### src/labf_pkg.sv
// labf_pkg: shared widths, constants and payload types for the lidar
// angular-bin minimum-range filter. No dependencies.
`timescale 1ns / 1ps

package labf_pkg;

  // field widths
  localparam int unsigned FieldW = 15;
  localparam int unsigned BprW   = 13;
  localparam int unsigned BinW   = 16;

  // bearing fixed point: 1/2^AngleFracBits rad per LSB
  localparam int unsigned AngleFracBits = 12;

  // bearing * bins_per_radian, signed, exact
  localparam int unsigned ProdW = FieldW + BprW;

  // configuration port
  localparam int unsigned PdataW  = 32;
  localparam int unsigned PaddrW  = 2;
  localparam logic [PaddrW-1:0] RegBprAddr = PaddrW'(0);
  localparam logic [BprW-1:0]   BprReset   = BprW'(100);

  // result queue
  localparam int unsigned OutDepth = 4;
  localparam int unsigned PtrW     = $clog2(OutDepth);

  typedef logic signed [FieldW-1:0] coord_t;
  typedef logic        [BinW-1:0]   bin_t;

  typedef struct packed {
    coord_t            point_x;
    coord_t            point_y;
    coord_t            bearing;
    logic [FieldW-1:0] distance;
    logic              last_point;
  } point_t;

  typedef struct packed {
    coord_t kept_x;
    coord_t kept_y;
    coord_t kept_bearing;
    logic   scan_done;
  } kept_t;

  // up to two results per point, both written to the queue in the same cycle
  typedef struct packed {
    logic  first_vld;
    logic  second_vld;
    kept_t first;
    kept_t second;
  } res_push_t;

endpackage

### src/labf_if.sv
// labf_point_if / labf_kept_if: valid/ready channels for points and kept results.
// Depends on labf_pkg.
`timescale 1ns / 1ps

interface labf_point_if;
  import labf_pkg::*;

  logic              valid;
  logic              ready;
  coord_t            point_x;
  coord_t            point_y;
  coord_t            bearing;
  logic [FieldW-1:0] distance;
  logic              last_point;

  modport source (
    output valid, point_x, point_y, bearing, distance, last_point,
    input  ready
  );
  modport sink (
    input  valid, point_x, point_y, bearing, distance, last_point,
    output ready
  );
endinterface

interface labf_kept_if;
  import labf_pkg::*;

  logic   valid;
  logic   ready;
  coord_t kept_x;
  coord_t kept_y;
  coord_t kept_bearing;
  logic   scan_done;

  modport source (
    output valid, kept_x, kept_y, kept_bearing, scan_done,
    input  ready
  );
  modport sink (
    input  valid, kept_x, kept_y, kept_bearing, scan_done,
    output ready
  );
endinterface

### src/labf_cfg_regs.sv
// labf_cfg_regs: APB-style register file holding bins_per_radian.
// Depends on labf_pkg.
`timescale 1ns / 1ps

module labf_cfg_regs (
  input  logic                         clk_i,
  input  logic                         rst_ni,
  input  logic                         psel,
  input  logic                         penable,
  input  logic                         pwrite,
  input  logic [labf_pkg::PaddrW-1:0]  paddr,
  input  logic [labf_pkg::PdataW-1:0]  pwdata,
  output logic [labf_pkg::PdataW-1:0]  prdata,
  output logic                         pready,
  output logic [labf_pkg::BprW-1:0]    bpr_o
);
  import labf_pkg::*;

  logic [BprW-1:0] bpr_q;
  logic            wr_bpr;

  // no wait states
  assign pready = 1'b1;
  assign wr_bpr = psel && penable && pwrite && (paddr == RegBprAddr);

  always_ff @(posedge clk_i or negedge rst_ni) begin
    if (!rst_ni) begin
      bpr_q <= BprReset;
    end else if (wr_bpr) begin
      bpr_q <= pwdata[BprW-1:0];
    end
  end

  // read mux
  always_comb begin
    prdata = '0;
    if (paddr == RegBprAddr) begin
      prdata = PdataW'(bpr_q);
    end
  end

  assign bpr_o = bpr_q;

endmodule

### src/labf_result_fifo.sv
// labf_result_fifo: small result queue, takes up to two results per cycle and
// drives the kept-point channel. Depends on labf_pkg and labf_kept_if.
`timescale 1ns / 1ps

module labf_result_fifo (
  input  logic                 clk_i,
  input  logic                 rst_ni,
  input  labf_pkg::res_push_t  push_i,
  output logic                 room_o,
  labf_kept_if.source          kept_o
);
  import labf_pkg::*;

  kept_t           mem_q [OutDepth];
  logic [PtrW-1:0] wr_ptr_q, wr_ptr_d;
  logic [PtrW-1:0] rd_ptr_q, rd_ptr_d;
  logic [PtrW:0]   cnt_q, cnt_d;
  logic [PtrW:0]   n_push;
  logic            pop;
  logic [PtrW-1:0] wr_ptr_nxt;

  assign pop        = kept_o.valid && kept_o.ready;
  assign n_push     = (PtrW+1)'(push_i.first_vld) + (PtrW+1)'(push_i.second_vld);
  assign wr_ptr_nxt = wr_ptr_q + PtrW'(1);

  // room for a full two-result point, regardless of this cycle's pop
  assign room_o = (cnt_q <= (PtrW+1)'(OutDepth - 2));

  // pointer and count update
  always_comb begin
    wr_ptr_d = wr_ptr_q + n_push[PtrW-1:0];
    rd_ptr_d = rd_ptr_q + PtrW'(pop);
    cnt_d    = cnt_q + n_push - (PtrW+1)'(pop);
  end

  always_ff @(posedge clk_i or negedge rst_ni) begin
    if (!rst_ni) begin
      wr_ptr_q <= '0;
      rd_ptr_q <= '0;
      cnt_q    <= '0;
    end else begin
      wr_ptr_q <= wr_ptr_d;
      rd_ptr_q <= rd_ptr_d;
      cnt_q    <= cnt_d;
    end
  end

  // storage, no reset needed
  always_ff @(posedge clk_i) begin
    if (push_i.first_vld) begin
      mem_q[wr_ptr_q] <= push_i.first;
    end
    if (push_i.second_vld) begin
      mem_q[wr_ptr_nxt] <= push_i.second;
    end
  end

  // head of queue
  assign kept_o.valid        = (cnt_q != '0);
  assign kept_o.kept_x       = mem_q[rd_ptr_q].kept_x;
  assign kept_o.kept_y       = mem_q[rd_ptr_q].kept_y;
  assign kept_o.kept_bearing = mem_q[rd_ptr_q].kept_bearing;
  assign kept_o.scan_done    = mem_q[rd_ptr_q].scan_done;

  a_cnt_bound: assert property (@(posedge clk_i) disable iff (!rst_ni)
    cnt_q <= (PtrW+1)'(OutDepth))
    else $error("result queue overflow");

  a_second_needs_first: assert property (@(posedge clk_i) disable iff (!rst_ni)
    push_i.second_vld |-> push_i.first_vld)
    else $error("second result without first");

  a_push_has_room: assert property (@(posedge clk_i) disable iff (!rst_ni)
    push_i.first_vld |-> cnt_q <= (PtrW+1)'(OutDepth - 2))
    else $error("push into a queue without room");

  a_ptr_match: assert property (@(posedge clk_i) disable iff (!rst_ni)
    PtrW'(wr_ptr_q - rd_ptr_q) == cnt_q[PtrW-1:0])
    else $error("queue pointers disagree with count");

endmodule

### src/lidar_angle_bin_min_filter_unit.sv
// lidar_angle_bin_min_filter_unit: groups consecutive lidar points by angular
// bin and emits the nearest point of each group. Depends on labf_pkg, labf_if,
// labf_cfg_regs and labf_result_fifo.
//
//   channel   dir  type            transfer when
//   point_i   in   labf_point_if   valid & ready
//   kept_o    out  labf_kept_if    valid & ready
//   apb       in   psel/penable    psel & penable & pwrite & pready
//
// One point per cycle. A point is registered at the input, its bin (one
// 15x13 multiply and shift) and the group update are done from the input
// register when the queue has room, and its 0..2 results land in a 4-entry
// result queue whose head drives kept_o. Points stall while a
// point waits in the input register and the queue holds more than two results.
// Reset clears the open group and the queue and sets bins_per_radian to 100.
`timescale 1ns / 1ps

module lidar_angle_bin_min_filter_unit (
  input  logic                         clk_i,
  input  logic                         rst_ni,
  labf_point_if.sink                   point_i,
  labf_kept_if.source                  kept_o,
  input  logic                         psel,
  input  logic                         penable,
  input  logic                         pwrite,
  input  logic [labf_pkg::PaddrW-1:0]  paddr,
  input  logic [labf_pkg::PdataW-1:0]  pwdata,
  output logic [labf_pkg::PdataW-1:0]  prdata,
  output logic                         pready
);
  import labf_pkg::*;

  logic [BprW-1:0]   bpr;
  logic              fifo_room;
  res_push_t         push;

  // input register
  logic              s0_valid_q;
  point_t            s0_q;
  logic              s0_fire;
  logic              in_xfer;

  // group state
  logic              group_open_q;
  bin_t              group_bin_q;
  logic [FieldW-1:0] best_dist_q;
  coord_t            best_x_q, best_y_q, best_bearing_q;

  logic signed [ProdW-1:0] prod;
  logic signed [ProdW-1:0] prod_sh;
  bin_t              s0_bin;
  logic              same_bin;
  logic              take_new;
  logic              emit_close;
  logic [FieldW-1:0] nb_dist;
  coord_t            nb_x, nb_y, nb_bearing;
  kept_t             close_res, flush_res;

  labf_cfg_regs u_cfg (
    .clk_i   (clk_i),
    .rst_ni  (rst_ni),
    .psel    (psel),
    .penable (penable),
    .pwrite  (pwrite),
    .paddr   (paddr),
    .pwdata  (pwdata),
    .prdata  (prdata),
    .pready  (pready),
    .bpr_o   (bpr)
  );

  // handshake: input stage drains when the queue has room for two results
  assign s0_fire       = s0_valid_q && fifo_room;
  assign point_i.ready = !s0_valid_q || fifo_room;
  assign in_xfer       = point_i.valid && point_i.ready;

  always_ff @(posedge clk_i or negedge rst_ni) begin
    if (!rst_ni) begin
      s0_valid_q <= 1'b0;
    end else if (point_i.ready) begin
      s0_valid_q <= point_i.valid;
    end
  end

  always_ff @(posedge clk_i) begin
    if (in_xfer) begin
      s0_q.point_x    <= point_i.point_x;
      s0_q.point_y    <= point_i.point_y;
      s0_q.bearing    <= point_i.bearing;
      s0_q.distance   <= point_i.distance;
      s0_q.last_point <= point_i.last_point;
    end
  end

  // bin = floor(bearing * bpr / 2^AngleFracBits), low 16 bits
  assign prod    = ProdW'(s0_q.bearing) * ProdW'($signed({1'b0, bpr}));
  assign prod_sh = prod >>> AngleFracBits;
  assign s0_bin  = prod_sh[BinW-1:0];

  // group decision; strict less-than keeps the first minimum
  assign same_bin   = (s0_bin == group_bin_q);
  assign emit_close = group_open_q && !same_bin;
  assign take_new   = !group_open_q || !same_bin || (s0_q.distance < best_dist_q);

  assign nb_x       = take_new ? s0_q.point_x    : best_x_q;
  assign nb_y       = take_new ? s0_q.point_y    : best_y_q;
  assign nb_bearing = take_new ? s0_q.bearing    : best_bearing_q;
  assign nb_dist    = take_new ? s0_q.distance   : best_dist_q;

  assign close_res = '{kept_x: best_x_q, kept_y: best_y_q,
                       kept_bearing: best_bearing_q, scan_done: 1'b0};
  assign flush_res = '{kept_x: nb_x, kept_y: nb_y,
                       kept_bearing: nb_bearing, scan_done: 1'b1};

  // closed group goes first, then the flush on the last point
  always_comb begin
    push.first_vld  = s0_fire && (emit_close || s0_q.last_point);
    push.second_vld = s0_fire && emit_close && s0_q.last_point;
    push.first      = emit_close ? close_res : flush_res;
    push.second     = flush_res;
  end

  always_ff @(posedge clk_i or negedge rst_ni) begin
    if (!rst_ni) begin
      group_open_q <= 1'b0;
    end else if (s0_fire) begin
      group_open_q <= !s0_q.last_point;
    end
  end

  always_ff @(posedge clk_i) begin
    if (s0_fire) begin
      group_bin_q    <= s0_bin;
      best_dist_q    <= nb_dist;
      best_x_q       <= nb_x;
      best_y_q       <= nb_y;
      best_bearing_q <= nb_bearing;
    end
  end

  labf_result_fifo u_fifo (
    .clk_i  (clk_i),
    .rst_ni (rst_ni),
    .push_i (push),
    .room_o (fifo_room),
    .kept_o (kept_o)
  );

  a_last_closes: assert property (@(posedge clk_i) disable iff (!rst_ni)
    s0_fire && s0_q.last_point |=> !group_open_q)
    else $error("group still open after last point");

  a_point_opens: assert property (@(posedge clk_i) disable iff (!rst_ni)
    s0_fire && !s0_q.last_point |=> group_open_q)
    else $error("no open group after a non-final point");

  a_stall_holds: assert property (@(posedge clk_i) disable iff (!rst_ni)
    s0_valid_q && !fifo_room |=> s0_valid_q && $stable(s0_q))
    else $error("stalled point lost");

  a_flush_marked: assert property (@(posedge clk_i) disable iff (!rst_ni)
    push.second_vld |-> push.second.scan_done && !push.first.scan_done)
    else $error("result order wrong on bin change at last point");

endmodule
### src/flat_wrapper.sv
// flat-port wrapper written by rule: the top's interface ports become plain ports
module lidar_angle_bin_min_filter_unit_flat import labf_pkg::*;
  (clk_i, rst_ni, psel, penable, pwrite, paddr, pwdata, prdata, pready, point_i_valid, point_i_point_x, point_i_point_y, point_i_bearing, point_i_distance, point_i_last_point, point_i_ready, kept_o_valid, kept_o_kept_x, kept_o_kept_y, kept_o_kept_bearing, kept_o_scan_done, kept_o_ready);
  labf_point_if point_i_i ();
  labf_kept_if kept_o_i ();
  input  logic clk_i;
  input  logic rst_ni;
  input  logic psel;
  input  logic penable;
  input  logic pwrite;
  input  logic [labf_pkg::PaddrW-1:0] paddr;
  input  logic [labf_pkg::PdataW-1:0] pwdata;
  output logic [labf_pkg::PdataW-1:0] prdata;
  output logic pready;
  input wire logic [$bits(point_i_i.valid)-1:0] point_i_valid;
  input wire logic [$bits(point_i_i.point_x)-1:0] point_i_point_x;
  input wire logic [$bits(point_i_i.point_y)-1:0] point_i_point_y;
  input wire logic [$bits(point_i_i.bearing)-1:0] point_i_bearing;
  input wire logic [$bits(point_i_i.distance)-1:0] point_i_distance;
  input wire logic [$bits(point_i_i.last_point)-1:0] point_i_last_point;
  output wire logic [$bits(point_i_i.ready)-1:0] point_i_ready;
  output wire logic [$bits(kept_o_i.valid)-1:0] kept_o_valid;
  output wire logic [$bits(kept_o_i.kept_x)-1:0] kept_o_kept_x;
  output wire logic [$bits(kept_o_i.kept_y)-1:0] kept_o_kept_y;
  output wire logic [$bits(kept_o_i.kept_bearing)-1:0] kept_o_kept_bearing;
  output wire logic [$bits(kept_o_i.scan_done)-1:0] kept_o_scan_done;
  input wire logic [$bits(kept_o_i.ready)-1:0] kept_o_ready;
  assign point_i_i.valid = point_i_valid;
  assign point_i_i.point_x = point_i_point_x;
  assign point_i_i.point_y = point_i_point_y;
  assign point_i_i.bearing = point_i_bearing;
  assign point_i_i.distance = point_i_distance;
  assign point_i_i.last_point = point_i_last_point;
  assign point_i_ready = point_i_i.ready;
  assign kept_o_valid = kept_o_i.valid;
  assign kept_o_kept_x = kept_o_i.kept_x;
  assign kept_o_kept_y = kept_o_i.kept_y;
  assign kept_o_kept_bearing = kept_o_i.kept_bearing;
  assign kept_o_scan_done = kept_o_i.scan_done;
  assign kept_o_i.ready = kept_o_ready;
  lidar_angle_bin_min_filter_unit u_core (.clk_i(clk_i), .rst_ni(rst_ni), .point_i(point_i_i), .kept_o(kept_o_i), .psel(psel), .penable(penable), .pwrite(pwrite), .paddr(paddr), .pwdata(pwdata), .prdata(prdata), .pready(pready));
endmodule
### config.mk
export PLATFORM = sky130hd
export DESIGN_NAME = lidar_angle_bin_min_filter_unit_flat
export DESIGN_NICKNAME = d
export VERILOG_FILES = /design/src/labf_pkg.sv /design/src/labf_if.sv /design/src/labf_cfg_regs.sv /design/src/labf_result_fifo.sv /design/src/lidar_angle_bin_min_filter_unit.sv /design/src/flat_wrapper.sv
export SDC_FILE = /design/constraint.sdc
export NUM_CORES = 1
export LEC_CHECK = 0
export ABC_AREA = 0
export BUFFER_PORTS_ARGS = -buffer_cell sky130_fd_sc_hd__buf_2
export CAP_MARGIN = 20
export CORE_MARGIN = 4
export CORE_UTILIZATION = 25
export CTS_CLUSTER_DIAMETER = 100
export DETAILED_ROUTE_END_ITERATION = 12
export PLACE_DENSITY = 0.43
export RECOVER_POWER = 25
export SYNTH_ARGS = -nofsm -noshare
export SYNTH_HDL_FRONTEND = slang
export SYNTH_HIERARCHICAL = 1
export SYNTH_SLANG_ARGS = --single-unit
### constraint.sdc
create_clock -name clk_i -period 17.2 [get_ports clk_i]
set_input_delay 0.86 -clock clk_i [delete_from_list [all_inputs] [get_ports clk_i]]
set_output_delay 0.86 -clock clk_i [all_outputs]
set_load 0.05 [all_outputs]
==> metrics.yaml, run 1 <==
synth_seq_cells: 343
critical_path_class: "reg2reg"
pin_count: 183
cts_resized: 0
slew_violations: 174
worstRegToRegCells: 24
timing.rr.start: "u_core/s0_q[28]$_DFFE_PP_"
viasPerCell: 4.31
cp.arrival_ns: 10.42
drc: 0
cap_viol_max_count: 6
clock_latency_ns: 0.58
gp_congestion: 0.754
yosysWarnings: 6
wirelength_um: 61600
wire_per_inst_um: 19.3
skew_ns: 0.0318
synth_cell_type_count: 75
hold_depth: 0
port_buffers: 143
path_cells: "and2_1 > fa_1 > inv_1 > fa_1 > inv_1 > fa_1 > fa_1 > fa_1 > inv_1 > fa_1 > inv_1 > ha_1 > a21oi_1 > o211ai_1 > a21boi_0 > nand2_1 > a221oi_1 > xnor3_1 > nand4_2 > o31ai_1 > nor2_1 > nand3b_4 > o21ai_4 > buf_4"
vias: 13800
finalHoldViolations: 0
path_buf_inv: 5
worstHoldPathType: "reg2reg"
ys.flop_type: "edfxtp_1"
grt_pass1_vias: 15400
synth_top_area_cell: "edfxtp_1"
synthCells: 1769
core_area_sq_um: 95300
grt_start_max_net_pins: 48
ctsLongestPathBuffers: 3
worst_path_most_repeated_cell: "fa_1"
hpwlAfterDp_um: 40600
cts_buffers: 43
postCtsSetupRepairBufs: 0
top_usage_layer: "met2"
clock-root-buffer: "clkbuf_16"
startpoint_type: "flip-flop"
gr-usage-met1: 0.168
initialDrtViolationCount: 610
grt_pass1_wl_um: 95600
cp.required_ns: 17.40
yosysMostFrequentCell: "edfxtp_1"
drive_gt1_frac: 0.264
first_pass_iters: 5
post-place-ws_ns: 6.82
synth_area_per_cell_sq_um: 13.6
met2_usage: 0.201
status: "complete, but fails checks"
postLayoutCellArea_sq_um: 27300
crit_slowest_cell: "nand3b_4"
use_met3: 0.0213
cp_max_fo: 47
fin_setup_tns_ns: 0
setup_viol: 0
r2r-end: "u_core/u_fifo/mem_q[2][17]$_DFFE_PP_"
area_growth_pct: 13.1
postRouteAntennaNets: 0
die_w_um: 319
fill_cells: 9804
async_flop_share: 0.0641
seq_area_frac_synth: 0.423
synthTopCellsByArea: "edfxtp_1, fa_1, mux2_2, ha_1, mux2_4"
fp.dieH_um: 319
htree_levels: 2
yosys-top-cells-count: "edfxtp_1, inv_1, fa_1"
tightest_slew_ns: 3.31
cts_sinks: 343
cpLargestDelayFamily: "adder cells"
synth_area_sq_um: 24100
seqCellArea_sq_um: 10200
cts_tree: "yes"
worst_setup_path_end_kind: "flip-flop"
min_from: "u_core/s0_q[1]$_DFFE_PP_"
violations: "max-capacitance violations, max-slew violations"
grt_usage: 0.122
placed_area_sq_um: 26000
min_to: "u_core/best_dist_q[0]$_DFFE_PP_"
die_area_sq_um: 101000
nets: 2274
multiInputGateArea_sq_um: 12400
finalCritPeriodShare: 0.594
cts.clk_slew.worst_paths_ns: 0.06
rsz0062_at_grt: "no"
slew_headroom: -1.21
initial_core_util: 0.253
reg2reg_slack_ns: 6.98
slowest_delay_ns: 0.92
worst_slack_ns: 6.98
rows: 113
synth_edf_count: 321
synth_top_area_frac: 0.400
postCtsHoldBufs: 0
layout_min_cycle_time_ns: 10.22
max_freq_ghz: 0.0978
antenna_found_initial: 4
overflow: 0
metal layers:
metal  wire length, um  vias to the layer above
li1                  -                     6337
met1             29500                     7157
met2             28900                      227
met3              2240                       62
met4               918                        0
met5                 0                        -
placed cells by master, fill, tap and decap left out, types with 46 or more instances in the layout:
cell | synthesis | routed
ha_1 | 87 | 87
nand2_1 | 121 | 121
clkbuf_16 | 0 | 46
mux4_2 | 46 | 46
and2_1 | 113 | 112
mux2_4 | 69 | 61
inv_1 | 251 | 251
mux2_2 | 165 | 165
buf_2 | 10 | 132
edfxtp_1 | 321 | 321
mux2_1 | 56 | 64
fa_1 | 187 | 187
through the flow:
step / utilization / hold WS, ns / std cells
floorplan: - / 0.417 / 1790
global placement: 0.273 / 0.428 / 3118
detailed placement: 0.273 / 0.443 / 3118
CTS: 0.287 / 0.291 / 3195
global route: 0.286 / 0.411 / 3195
finish: 0.286 / 0.442 / 3196
final cells by class:
type                    count  area share
diodes                      1   0.0000917
clock buffers              58      0.0439
clock inverters            19     0.00528
inverters                 251      0.0345
multi-input cells        1099       0.454
flip-flops and latches    343       0.374
well taps                1265      0.0580
repair buffers            160      0.0301
cells by family (layout without fill, tap and decap cells):
| kind of cell | after synthesis | after routing | synth area share |
|---|---|---|---|
| fa+ha+maj | 274 | 274 | 0.200 |
| xor+xnor | 43 | 43 | 0.0173 |
| simple gates | 319 | 319 | 0.0719 |
| buf+inv | 348 | 488 | 0.0668 |
| mux | 337 | 337 | 0.190 |
| other cells | 3 | 25 | 0.000467 |
| compound gates | 102 | 102 | 0.0307 |
| flops | 343 | 343 | 0.423 |
worst max path at each step:
| stage | from | endpoint | slack, ns | cells after the start |
|---|---|---|---|---|
| floorplan | u_core/u_cfg/bpr_o[2]$_DFFE_PN1P_ | u_core/u_fifo/mem_q[0][0]$_DFFE_PP_ | 6.96 | 24 |
| global placement | u_core/s0_q[28]$_DFFE_PP_ | u_core/u_fifo/mem_q[2][23]$_DFFE_PP_ | 6.89 | 22 |
| detailed placement | u_core/s0_q[28]$_DFFE_PP_ | u_core/u_fifo/mem_q[2][17]$_DFFE_PP_ | 6.82 | 22 |
| CTS | u_core/s0_q[28]$_DFFE_PP_ | u_core/u_fifo/mem_q[2][17]$_DFFE_PP_ | 6.78 | 22 |
| global route | u_core/s0_q[30]$_DFFE_PP_ | u_core/u_fifo/mem_q[2][17]$_DFFE_PP_ | 6.26 | 24 |
| finish | u_core/s0_q[28]$_DFFE_PP_ | u_core/u_fifo/mem_q[2][17]$_DFFE_PP_ | 6.98 | 24 |
registers in the layout, summed over array words and instances (netlist names), 3 cells and up:
name	flops
u_core/u_fifo/mem_q	184
u_core/group_bin_q	16
u_core/s0_q	61
u_core/u_fifo/cnt_q	3
u_core/best_bearing_q	15
u_core/best_y_q	15
u_core/best_dist_q	15
u_core/best_x_q	15
u_core/u_cfg/bpr_o	13
worst reg2reg max path, delay by kind of cell, from the launching register on:
family	cells	cell delay, ns
AOI/OAI and AO/OA	6	2.40
adders and majority gates	7	3.36
buffers and inverters	5	0.79
xor gates and xnor gates	1	0.32
and+or+nand+nor	5	2.21
DFF	1	0.73
Power of run 1 is left out: the tool's default activity adds up to more than one toggle a clock period on the data nets, which glitch-free logic cannot reach.
==> run 2: changes to the inputs <==
--- a/config.mk
+++ b/config.mk
@@ -5,14 +5,14 @@
 export SDC_FILE = /design/constraint.sdc
 export NUM_CORES = 1
 export LEC_CHECK = 0
-export ABC_AREA = 0
+export ABC_AREA = 1
 export BUFFER_PORTS_ARGS = -buffer_cell sky130_fd_sc_hd__buf_2
 export CAP_MARGIN = 20
 export CORE_MARGIN = 4
 export CORE_UTILIZATION = 25
 export CTS_CLUSTER_DIAMETER = 100
 export DETAILED_ROUTE_END_ITERATION = 12
-export PLACE_DENSITY = 0.43
+export PLACE_DENSITY = 0.44
 export RECOVER_POWER = 25
 export SYNTH_ARGS = -nofsm -noshare
 export SYNTH_HDL_FRONTEND = slang
==> constraint.sdc (replaced) <==
create_clock -name clk_i -period 8.7 [get_ports clk_i]
set_input_delay 0.435 -clock clk_i [delete_from_list [all_inputs] [get_ports clk_i]]
set_output_delay 0.435 -clock clk_i [all_outputs]
set_load 0.05 [all_outputs]
==> run 2 against run 1 <==
The flow still finishes with violations (max-capacitance violations, max-slew violations). Core utilization grew 0.43 points. Non-clock buffer count grew 106. Flip-flop and latch count is the same. First-iteration DRC count grew 100%. Routed wire length grew 31%. Clock skew is essentially flat. Fmax grew 26%. Final cell count grew 53%. Largest cell class unchanged.
==> metrics.yaml, run 2 <==
synth_seq_cells: 343
grt_pass1_wl_um: 126000
ctsLongestPathBuffers: 3
gp_congestion: 0.789
antennaDiodeCount: 0
fill_cells: 11500
cts_sinks: 343
cp_max_fo: 8
largestRegisters: "u_core/u_fifo/mem_q (184), u_core/s0_q (61), u_core/group_bin_q (16)"
die_w_um: 336
wirelength_um: 80600
area_growth_pct: 15.5
overflow: 0
antenna_found_initial: 3
synth_edf_count: 321
synth_top_area_cell: "edfxtp_1"
cap_viol_max_count: 2
cts_resized: 0
hpwlAfterDp_um: 51400
synth_cell_type_count: 49
slew_violations: 76
largest_reg_flops: 184
placed_area_sq_um: 29000
yosysMostFrequentCell: "nand2_1"
pin_count: 183
fp.dieH_um: 336
synth_area_sq_um: 26900
grt_usage: 0.143
clock_latency_ns: 0.62
nets: 3815
fin_cells: 4876
skew_ns: 0.0322
worstRegToRegCells: 38
initial_core_util: 0.251
timing.rr.start: "u_core/s0_q[28]$_DFFE_PP_"
post-place-ws_ns: 0.587
rows: 120
max_freq_ghz: 0.123
drc: 0
fin_setup_tns_ns: 0
slowest_delay_ns: 0.72
worst_slack_ns: 0.602
crit_slowest_cell: "edfxtp_1"
worst_path_most_repeated_cell: "nand2_1"
grt_pass1_vias: 21100
setup_viol: 0
dpl.cell_count: 4740
status: "complete, but fails checks"
ys.flop_type: "edfxtp_1"
core_area_sq_um: 107000
clock-root-buffer: "clkbuf_16"
startpoint_type: "flip-flop"
synth_area_per_cell_sq_um: 8.20
crit_path_end: "u_core/u_fifo/cnt_q[2]$_DFF_PN0_"
viasPerCell: 4.27
multiInputGateArea_sq_um: 13100
async_flop_share: 0.0641
seq_area_frac_synth: 0.379
first_pass_iters: 5
yosys-top-cells-count: "nand2_1, inv_1, edfxtp_1"
htree_levels: 2
postLayoutCellArea_sq_um: 31100
postRouteAntennaNets: 0
cts_buffers: 45
mostFrequentLayoutCells: "nand2_1, inv_1, edfxtp_1"
cts.clk_slew.worst_paths_ns: 0.06
drive_gt1_frac: 0.115
yosysWarnings: 6
worst_setup_path_end_kind: "flip-flop"
rsz0062_at_grt: "no"
finalCritPeriodShare: 0.931
wire_per_inst_um: 16.5
synthTopCellsByArea: "edfxtp_1, nand2_1, fa_1, inv_1, ha_1"
reg2reg_slack_ns: 0.60
cts_tree: "yes"
seqCellArea_sq_um: 10200
initialDrtViolationCount: 1237
synthCells: 3282
vias: 20800
violations: "max-capacitance violations, max-slew violations"
tightest_slew_ns: 3.90
cp-startpoint: "u_core/s0_q[28]$_DFFE_PP_"
regMostFlops: "u_core/u_fifo/mem_q"
die_area_sq_um: 113000
synth_top_area_frac: 0.358
postCtsSetupRepairBufs: 0
port_buffers: 143
postCtsHoldBufs: 55
cp.arrival_ns: 8.65
critical_path_class: "reg2reg"
r2r-end: "u_core/u_fifo/cnt_q[2]$_DFF_PN0_"
layout_min_cycle_time_ns: 8.10
worstHoldPathType: "in2reg"
grt_start_max_net_pins: 99
slew_headroom: -1.60
cp.required_ns: 9.25
finalHoldViolations: 0
final_common_cell: "nand2_1"
-- run 2: stage by stage --
| stage | hold slack, ns | utilization |
|---|---|---|
| 6_report | 0.0525 | 0.291 |
| 3_3_place_gp | 0.440 | 0.271 |
| 5_1_grt | 0.0348 | 0.291 |
| 3_5_place_dp | 0.447 | 0.271 |
| 2_1_floorplan | 0.139 | - |
| 4_1_cts | 0.00639 | 0.291 |
-- run 2: layer usage --
metal	vias up	wire, um	global-route usage
met5	-	0	0
met2	395	38400	0.245
met4	0	1760	0.0362
li1	10400	-	-
met1	9937	37100	0.192
met3	104	3380	0.0191
-- run 2: kinds of logic (layout without fill, tap and decap cells) --
logic type               count (synthesis)  in the layout  share of synthesized area
flip-flops                             343            343                      0.379
adder cells (fa/ha/maj)                274            274                      0.179
AO/OA/AOI/OAI                           92             92                     0.0187
XOR/XNOR                                14             14                    0.00534
AND/OR/NAND/NOR                       1677           1677                      0.279
buffers and inverters                  879           1049                      0.139
other                                    3             24                   0.000418
-- run 2: worst min path at each step --
stage / startpoint / end / cells past startpoint
finish: pwdata[6] / u_core/u_cfg/bpr_o[6]$_DFFE_PN1P_ / 3
global route: pwdata[6] / u_core/u_cfg/bpr_o[6]$_DFFE_PN1P_ / 3
CTS: point_i_point_x[13] / u_core/s0_q[59]$_DFFE_PP_ / 1
detailed placement: u_core/s0_q[1]$_DFFE_PP_ / u_core/best_dist_q[0]$_DFFE_PP_ / 0
global placement: u_core/s0_q[1]$_DFFE_PP_ / u_core/best_dist_q[0]$_DFFE_PP_ / 0
floorplan: rst_ni / u_core/group_open_q$_DFFE_PN0P_ / 0
-- run 2: final cells by class --
type                       count  area share
inverter                     702      0.0847
clock inverter                33      0.0140
tap                         1403      0.0564
multi-input combinational   2081       0.421
timing repair buffer         266      0.0588
clock buffer                  48      0.0366
sequential                   343       0.328
-- run 2: worst max-delay path: cells and delay by family, from the launching register on --
| family | cells | cell delay, ns |
|---|---|---|
| buffers and inverters | 9 | 0.73 |
| adder cells (fa/ha/maj) | 11 | 4.62 |
| flip-flops | 1 | 0.72 |
| AND/OR/NAND/NOR | 17 | 1.81 |
| AO/OA/AOI/OAI | 1 | 0.13 |
Power of run 2 is left out for the same reason.
==> run 3: changes to the inputs <==
--- a/config.mk
+++ b/config.mk
@@ -9,12 +9,11 @@
 export BUFFER_PORTS_ARGS = -buffer_cell sky130_fd_sc_hd__buf_2
 export CAP_MARGIN = 20
 export CORE_MARGIN = 4
-export CORE_UTILIZATION = 25
+export CORE_UTILIZATION = 32
 export CTS_CLUSTER_DIAMETER = 100
 export DETAILED_ROUTE_END_ITERATION = 12
-export PLACE_DENSITY = 0.44
+export PLACE_DENSITY = 0.52
 export RECOVER_POWER = 25
 export SYNTH_ARGS = -nofsm -noshare
 export SYNTH_HDL_FRONTEND = slang
-export SYNTH_HIERARCHICAL = 1
 export SYNTH_SLANG_ARGS = --single-unit
==> run 3 against run 2 <==
The flow still finishes with violations (max-capacitance violations, max-slew violations). Via count is 5.5% lower. Highest routed layer is now met5. First-iteration DRC count is 9.3% higher. Largest cell class unchanged. Register-to-register slack worse by 0.06 ns. Synthesized area is 7.6% lower. Count of clock-buffer cells in the layout is 12 higher. Non-clock buffer count is 35 lower. Routed wire length is 8.3% lower. Clock skew is 0.0037 ns higher.
==> metrics.yaml, run 3 <==
cpLargestDelayFamily: "adder cells"
worst_setup_path_end_kind: "flip-flop"
slowest_delay_ns: 0.75
synth_top_area_cell: "edfxtp_1"
fp.dieH_um: 287
cts_tree: "yes"
clock-root-buffer: "clkbuf_16"
nets: 3418
final_util: 0.375
ys.flop_type: "edfxtp_1"
rows: 101
cap_viol_max_count: 4
slew_violations: 232
clock_latency_ns: 0.60
seq_area_frac_synth: 0.408
regMostFlops: "u_core.u_fifo.mem_q"
finalCritPeriodShare: 0.937
setup_viol: 0
die_w_um: 287
first_pass_iters: 5
worst_path_most_repeated_cell: "fa_1"
largest_reg_flops: 184
antenna_found_initial: 1
rsz0062_at_grt: "no"
async_flop_share: 0.0641
gp_congestion: 0.842
tightest_slew_ns: 4.79
htree_levels: 2
fill_cells: 7772
skew_ns: 0.0358
area_growth_pct: 15.3
violations: "max-capacitance violations, max-slew violations"
pin_count: 183
path_buf_inv: 5
core_area_sq_um: 76500
initialDrtViolationCount: 1352
vias: 19700
wire_per_inst_um: 18.0
viasPerCell: 4.79
grt_pass1_vias: 19400
synth_area_per_cell_sq_um: 8.57
drive_gt1_frac: 0.108
final_common_cell: "nand2_1"
port_buffers: 143
die_area_sq_um: 82200
synthTopCellsByArea: "edfxtp_1, fa_1, nand2_1, inv_1, nand3_1"
wirelength_um: 74000
crit_slowest_cell: "dfstp_4"
synth_top_area_frac: 0.383
mostFrequentLayoutCells: "nand2_1, inv_1, edfxtp_1"
cts_buffers: 43
yosysWarnings: 0
worstHoldPathType: "in2reg"
synth_edf_count: 317
max_freq_ghz: 0.123
startpoint_type: "flip-flop"
yosysMostFrequentCell: "nand2_1"
synth_cell_type_count: 42
status: "complete, but fails checks"
slew_headroom: -2.19
ctsLongestPathBuffers: 3
synth_area_sq_um: 24900
yosys-top-cells-count: "nand2_1, inv_1, edfxtp_1"
layout_min_cycle_time_ns: 8.15
postRouteAntennaNets: 0
antennaDiodeCount: 0
drc: 0
initial_core_util: 0.325
critical_path_class: "reg2reg"
synthCells: 2900
cts.clk_slew.worst_paths_ns: 0.06
cp.arrival_ns: 8.60
finalHoldViolations: 0
cts_sinks: 343
cp_max_fo: 16
hpwlAfterDp_um: 47300
largestRegisters: "u_core.u_fifo.mem_q (184), u_core.s0_q (61), u_core.group_bin_q (16)"
fin_setup_tns_ns: 0
grt_start_max_net_pins: 77
grt_usage: 0.179
cp.required_ns: 9.15
synth_seq_cells: 343
grt_pass1_wl_um: 114000
overflow: 0
-- run 3: cell types whose count changed after synthesis, moves of 23 or more --
cell      before  now
nand2_1     1186  881
inv_1        689  449
nor2_1        44  166
o21ai_0       17  100
nand3_1      213  286
nand4_1      107   55
nand2_2       52    4
o22ai_1        0   46
clkbuf_1      47   91
or2_2          0   44
nand4_2       40    0
o21ai_1       34    0
buf_2         58   35
buf_4         44   21
-- run 3: cell type report --
type	count	area, sq um	share of cell area
Clock inverter	20	329	0.0115
Inverter	458	1720	0.0601
Multi-Input combinational cell	1965	12400	0.432
Timing Repair Buffer	231	1620	0.0566
Tap cell	1030	1290	0.0450
Clock buffer	60	1150	0.0401
Sequential cell	343	10200	0.355
-- run 3: stage by stage --
step                instances  cell area [sq um]  setup slack [ns]  hold slack (ns)
floorplan                2918              24900              1.02            0.139
global placement         3995              26800             0.438            0.441
detailed placement       3995              26800             0.410            0.439
CTS                      4093              28500             0.365         0.000528
global route             4107              28700            0.0274         0.000486
finish                   4107              28700             0.545           0.0296
-- run 3: path summary, 6_finish.rpt --
| check | from | slack, ns | to | cells after the start |
|---|---|---|---|---|
| max in group asynchronous | rst_ni | 6.98 | u_core.group_open_q$_DFFE_PN0P_ | 2 |
| setup reg to reg | u_core.u_cfg.bpr_o[5]$_DFFE_PN1P_ | 0.55 | u_core.u_fifo.cnt_q[2]$_DFF_PN0_ | 32 |
| min in group asynchronous | rst_ni | 0.73 | u_core.u_cfg.bpr_o[7]$_DFFE_PN0P_ | 2 |
| hold / removal | point_i_point_y[10] | 0.03 | u_core.s0_q[41]$_DFFE_PP_ | 1 |
| hold reg to reg | u_core.s0_q[9]$_DFFE_PP_ | 0.45 | u_core.best_dist_q[8]$_DFFE_PP_ | 0 |
| setup / recovery | u_core.u_cfg.bpr_o[5]$_DFFE_PN1P_ | 0.55 | u_core.u_fifo.cnt_q[2]$_DFF_PN0_ | 32 |
-- run 3: worst reg2reg max path: cells and delay by family, from the launching register on --
family	cells	cell delay, ns
AOI/OAI and AO/OA	3	0.66
buffers and inverters	5	0.28
and+or+nand+nor	11	1.32
DFF	1	0.75
adders and majority gates	11	4.76
xor gates and xnor gates	2	0.29
-- run 3: repair_timing --
action | 4_1_cts | 5_1_grt
hold endpoints to repair | 36 | 0
hold buffers | 18 | 0
endpoints found under the setup margin | 0 | 1
resized for setup | 0 | 5
setup buffers | 0 | 14
-- run 3: layer usage --
metal / up-vias / track usage / part of all wire
li1: 9522 / - / -
met4: 2 / 0.0514 / 0.024
met1: 9447 / 0.238 / 0.43
met2: 579 / 0.304 / 0.48
met5: - / 0 / 0.00016
met3: 117 / 0.0284 / 0.068
-- run 3: logic make-up after synthesis --
logic type	share of synthesized area
simple gates	0.248
buf+inv	0.0982
flops	0.408
fa+ha+maj	0.194
compound gates	0.0450
xor+xnor	0.00528
other cells	0.000302
Power of run 3 is left out for the same reason.
